File: config.mk
export PLATFORM = sky130hd
export DESIGN_NAME = dsa_control
export DESIGN_NICKNAME = d
export VERILOG_FILES = /design/src/sv/dsa_pkg.sv /design/src/sv/dsa_control.sv
export SDC_FILE = /design/constraint.sdc
export NUM_CORES = 1
export LEC_CHECK = 0
export BUFFER_PORTS_ARGS = -buffer_cell sky130_fd_sc_hd__buf_2
export CORE_AREA = 2 2 39 41
export CTS_CLUSTER_DIAMETER = 200
export DETAILED_ROUTE_END_ITERATION = 12
export DIE_AREA = 0 0 41 43
export GPL_TIMING_DRIVEN = 1
export PLACE_DENSITY = 0.41
export SLEW_MARGIN = 30
export SYNTH_ARGS = -nofsm -noshare
export SYNTH_HDL_FRONTEND = slang
export SYNTH_SLANG_ARGS = --single-unit
File: constraint.sdc
create_clock -name clock -period 1.1 [get_ports clock]
set_input_delay 0 -clock clock [delete_from_list [all_inputs] [get_ports clock]]
set_output_delay 0 -clock clock [all_outputs]
set_load 0.01 [all_outputs]
File: src/sv/dsa_pkg.sv
// ----------------------------------------------------------------------------
// dsa_pkg
// Shared types and codes of the descriptor slot allocator: request and
// response beats, controller/datapath command and status groups.
// ----------------------------------------------------------------------------
package dsa_pkg;

   localparam int OPCODE_W    = 2;
   localparam int SLOT_W      = 5;
   localparam int HANDLE_W    = 64;
   localparam int STATUS_W    = 2;
   localparam int LIMIT_W     = 6;
   localparam int CSR_INDEX_W = 1;

   localparam logic [OPCODE_W-1:0] OP_REGISTER   = 2'd0;
   localparam logic [OPCODE_W-1:0] OP_UNREGISTER = 2'd1;
   localparam logic [OPCODE_W-1:0] OP_FLUSH      = 2'd2;

   localparam logic [STATUS_W-1:0] ST_OK       = 2'd0;
   localparam logic [STATUS_W-1:0] ST_FULL     = 2'd1;
   localparam logic [STATUS_W-1:0] ST_IGNORED  = 2'd2;
   localparam logic [STATUS_W-1:0] ST_OVERFLOW = 2'd3;

   localparam logic [CSR_INDEX_W-1:0] REG_TEXTURE_LIMIT = 1'd0;
   localparam logic [CSR_INDEX_W-1:0] REG_BUFFER_LIMIT  = 1'd1;

   localparam logic [LIMIT_W-1:0] LIMIT_RESET = 6'd32;

   typedef struct packed {
      logic [OPCODE_W-1:0] opcode;
      logic                pool_select;
      logic [HANDLE_W-1:0] resource_handle;
      logic [SLOT_W-1:0]   slot_number;
   } req_type;

   typedef struct packed {
      logic                result_pool;
      logic [SLOT_W-1:0]   slot_out;
      logic [HANDLE_W-1:0] handle_out;
      logic                null_write;
      logic [STATUS_W-1:0] status;
      logic                last_of_run;
   } rsp_type;

   // controller -> datapath
   typedef struct packed {
      logic capture;     // latch request, read free stack top
      logic execute;     // register / unregister update and result
      logic flush_init;  // set up flush walk pointer
      logic flush_read;  // read pending entry at walk pointer
      logic flush_emit;  // send pending entry, advance pointer
   } cmd_type;

   // datapath -> controller
   typedef struct packed {
      logic [OPCODE_W-1:0] opcode;
      logic                flush_empty;
      logic                flush_last;
      logic                out_free;
   } stat_type;

endpackage

File: src/sv/dsa_control.sv
// ----------------------------------------------------------------------------
// dsa_control
// Sequencer of the slot allocator: takes one request at a time, runs the
// execute step or the flush walk, and waits on the output register.
// ----------------------------------------------------------------------------
module dsa_control (
   input  logic               clock,
   input  logic               reset,
   input  logic               req_valid,
   output logic               req_stall,
   input  dsa_pkg::stat_type  stat,
   output dsa_pkg::cmd_type   cmd
);

   typedef enum logic [1:0] {
      S_IDLE,
      S_EXEC,
      S_FREAD,
      S_FEMIT
   } state_type;

   state_type state_ff;
   state_type state_in;

   always_comb begin
      state_in = state_ff;
      cmd      = '0;
      unique case (state_ff)
         S_IDLE: begin
            if (req_valid) begin
               cmd.capture = 1'b1;
               state_in    = S_EXEC;
            end
         end
         S_EXEC: begin
            if (stat.opcode == dsa_pkg::OP_FLUSH) begin
               cmd.flush_init = 1'b1;
               state_in       = stat.flush_empty ? S_IDLE : S_FREAD;
            end else if (stat.opcode == dsa_pkg::OP_REGISTER ||
                         stat.opcode == dsa_pkg::OP_UNREGISTER) begin
               if (stat.out_free) begin
                  cmd.execute = 1'b1;
                  state_in    = S_IDLE;
               end
            end else begin
               state_in = S_IDLE;  // unused opcode: no result
            end
         end
         S_FREAD: begin
            cmd.flush_read = 1'b1;
            state_in       = S_FEMIT;
         end
         S_FEMIT: begin
            if (stat.out_free) begin
               cmd.flush_emit = 1'b1;
               state_in       = stat.flush_last ? S_IDLE : S_FREAD;
            end
         end
         default: state_in = S_IDLE;
      endcase
   end

   always_ff @(posedge clock) begin
      if (reset) begin
         state_ff <= S_IDLE;
      end else begin
         state_ff <= state_in;
      end
   end

   assign req_stall = (state_ff != S_IDLE);

endmodule

After elaboration in Yosys (flattened, before gate mapping)
Index checks and enable logic that the tools add are counted.
Operators by class
  equal/unequal tests: 8
  mux-type cells: 17
  reductions and logical operators: 5
Operator list (number)
  $mux 2: 8
  $mux 1: 8
  $pmux 2 s4: 1
  $eq 2x2->1 const B: 3
  $eq 2x1->1 const B: 2
  $logic_not 2->1: 2
  $ne 2x2->1 const B: 2
  $ne 4x4->1 const B: 1
  $reduce_and 3->1: 1
  $reduce_bool 2->1: 1
  $logic_or 1x1->1: 1
Word-level totals
  register bits after elaboration: 2
  input port bits: 8
  output and inout port bits: 6
  logic and storage cells: 31

Longest topological paths before layout
  depth after elaboration: 5
  gate-level depth with buffers: 3
  gate-level depth less buffers: 3

Least setup slack after synthesis
No wires, ideal clock.
  kind: register to register
  start: register state_ff[0]
  end: register state_ff[1]
  setup time: 79 ps
  data arrival time: 846 ps
  slack: 175 ps
  stages on the path, launching flop included: 4
  period minus slack after synthesis: 925 ps
  cells stage by stage: dfxtp_1 -> nand2_2 -> o31a_1 -> a211oi_2
Between the ends
  cells in the longest elaborated chain, start to end: 3
  elaborated cells between the ends (all ways): 9
Ends and longest elaborated chain
  from (decl): RTL line dsa_control.sv:22  | state_type state_ff;
  from (signal assigned): RTL line dsa_control.sv:67  | state_ff <= state_in;
  $eq 2x1->1, or another cell as far along: RTL line dsa_control.sv:28  | unique case (state_ff)
  $ne 4x4->1 (no line) or $ne 2x2->1 (tied branches)
  $reduce_and 3->1 (no line)
Several ways; a longest one is shown, not always the timed one.
A chain may end at the register's enable or synchronous reset.

==> metrics <==
most instantiated cells after synthesis 3 x nor2_1, 2 x dfxtp_1, 2 x inv_1, 2 x nor3_1; Peak Freq between 900 and 1000 MHz; crit path time final about 1000 ps; Max Slew Vio Count 0; Cell Count, Final, Fillers Out approximately 50; RSZ-0062 raised after global routing false; Post-DRT Antenna Nets 0; normalized max-slew margin a little under nine tenths; vias in the first global route roughly 190; first-pass GRT wire length roughly 630 um; Hold Path Class in2reg; clock sinks 2; Initial Util between 8 and 9%; synth unique cells 11; most instantiated library cell after synthesis nor2_1; placed insts between 40 and 50; Setup TNS Final 0 ps; Regs by FF count state_ff (2); asr flop ratio synth 0%; Worst-Margin Slew around 210 ps; Worst Path Required 1100 ps; I/O pins 14; Layout area overhead 120%; # fillers 165; number of enable flip-flop cells after synthesis 0; Clock power frac 51.2%; H-tree depth 1; cell-internal power approximately 0.00024 W; row cnt 14; die width around 40 um; max cap viols 0; Largest Register state_ff; vias per cell ~3.4; leading area contributor after synthesis dfxtp_1; Core Util, Final a little under a fifth; Mapped Avg Cell Area approximately 7.5 um2; Setup crit start kind register; Routed WL about 400 um; Worst Skew 1.29 ps; Synth top area share between 30% and 40%; CTS tree done; syn_nets 24; Residual DRC 0; share of total power in combinational logic between 20% and 30%; Seq cells post-synth 2; area of the mapped netlist between 100 and 150 um2; Worst Hold Slack a little under 90 ps; critical path fanouts, max 4; GPL Wtd Cong approximately 0.61; largest net degree at the start of global routing 7; critical path type reg2out; vias roughly 170; antenna violations before repair 0; Switching Share a little under a quarter; Area contributors post-synth dfxtp_1 33%, a211oi_2 10%, nor2_1 9.4%, nor3_1 8.3%, a221oi_1 7.3%; ratio of cells with drive above 1 in the final layout roughly 60%; Peak VDD IR 0.208 mV; chip height ~43 um; CTS clk-pin slew, worst paths about 30 ps; # setup viols final 0; Global Route Usage Sum slightly below 6%; clock root buffer clkbuf_4; final critical-path share of the clock period between 90% and 100%; Largest register FFs 2; P_sw around 0.000073 W; wire length per cell between 7 and 8 um; initial DRC count 0; Pre-antenna DRT Iters 1; Layout Nets 45; Pwr per Cell Area roughly 1200 nW/um2; Flop pwr share about 28%; global route total overflow 0; TritonCTS Buffers 3; cell count after synthesis 16; status completed; endpoint type of the worst setup path output pin; Core ar. around 1400 um2; clk buf depth 2; port bufs 13; arrival time worst endpoint 1010 ps; dominant synthesized flop cell dfxtp_1; sequential area share after synthesis 33.3%; # diodes 0; final hold vios 0; die area 1760 um2; Pleak 0.129 nW; worst-skew pair later-pin latency ~220 ps; Syn. warnings 0
[kinds of logic (layout without fill, tap and decap cells)]
logic type / count (synthesis) / after routing / synth area share (%)
and+or+nand+nor: 8 / 8 / 31.3
AOI/OAI and AO/OA: 4 / 4 / 29.2
DFF: 2 / 2 / 33.3
buffers and inverters: 2 / 21 / 6.25
[power groups by stage]
stage	registers, W	clock network [W]	logic [W]
6_report	0.0000852	0.000158	0.0000654
5_1_grt	0.0000867	0.000175	0.0000730
4_1_cts	0.0000840	0.000168	0.0000638
3_5_place_dp	0.0000849	0	0.0000558
3_3_place_gp	0.0000847	0	0.0000554
2_1_floorplan	0.0000839	0	0.0000264
[stage by stage]
| stage | setup slack [ps] | area (um2) | total power (W) |
|---|---|---|---|
| CTS | 26.3 | 258 | 0.000316 |
| finish | 90.8 | 264 | 0.000308 |
| global placement | 140 | 205 | 0.000140 |
| detailed placement | 114 | 205 | 0.000141 |
| global route | 23.1 | 264 | 0.000335 |
| floorplan | 175 | 120 | 0.000110 |
[path summary, 6_finish.rpt]
| check | from | endpoint | cells past startpoint | slack [ps] |
|---|---|---|---|---|
| max | state_ff[1] | cmd[4] | 3 | 90 |
| min | stat[2] | state_ff[1] | 3 | 90 |
| max reg2reg | state_ff[0] | state_ff[1] | 3 | 180 |
| min reg2reg | state_ff[0] | state_ff[0] | 1 | 490 |
[placed cells by master, fill, tap and decap left out]
| cell | count |
|---|---|
| nor3_1 | 2 |
| clkbuf_4 | 3 |
| dfxtp_1 | 1 |
| inv_1 | 2 |
| buf_2 | 13 |
| nor2_1 | 2 |
| nand2_1 | 1 |
| dfxtp_2 | 1 |
| or2_4 | 1 |
| a211oi_2 | 1 |
| o31a_1 | 1 |
| nor2_2 | 1 |
| a221oi_1 | 1 |
| dlygate4sd3_1 | 3 |
| o21ai_0 | 1 |
| nand2_2 | 1 |
[critical path, cell delays in order (launching register included)]
cell and delay [ps]:
dfxtp_1 320, or2_4 250, nor2_1 90, buf_2 130
[layout make-up]
| class | instances | area (um2) | share of cell area (%) |
|---|---|---|---|
| Multi-Input combinational cell | 12 | 77.6 | 29.4 |
| Sequential cell | 2 | 41.3 | 15.6 |
| Tap cell | 16 | 20.0 | 7.58 |
| Clock buffer | 3 | 22.5 | 8.53 |
| Timing Repair Buffer | 16 | 95.1 | 36.0 |
| Inverter | 2 | 7.51 | 2.84 |
[per-layer routing]
layer	track usage, %	wire (um)	part of all wire, %
met1	4.17	124	31
met2	8.75	234	58
met3	4.71	43	11
met4	6.00	0	0
met5	0	0	0
[what timing repair did]
item | CTS | global route
setup endpoints to repair | 0 | 3
resized for setup | 0 | 3
hold buffers | 3 | 0
buffers inserted | 0 | 0
endpoints found under the hold margin | 2 | 0
Power figures use the tool's default switching activity.
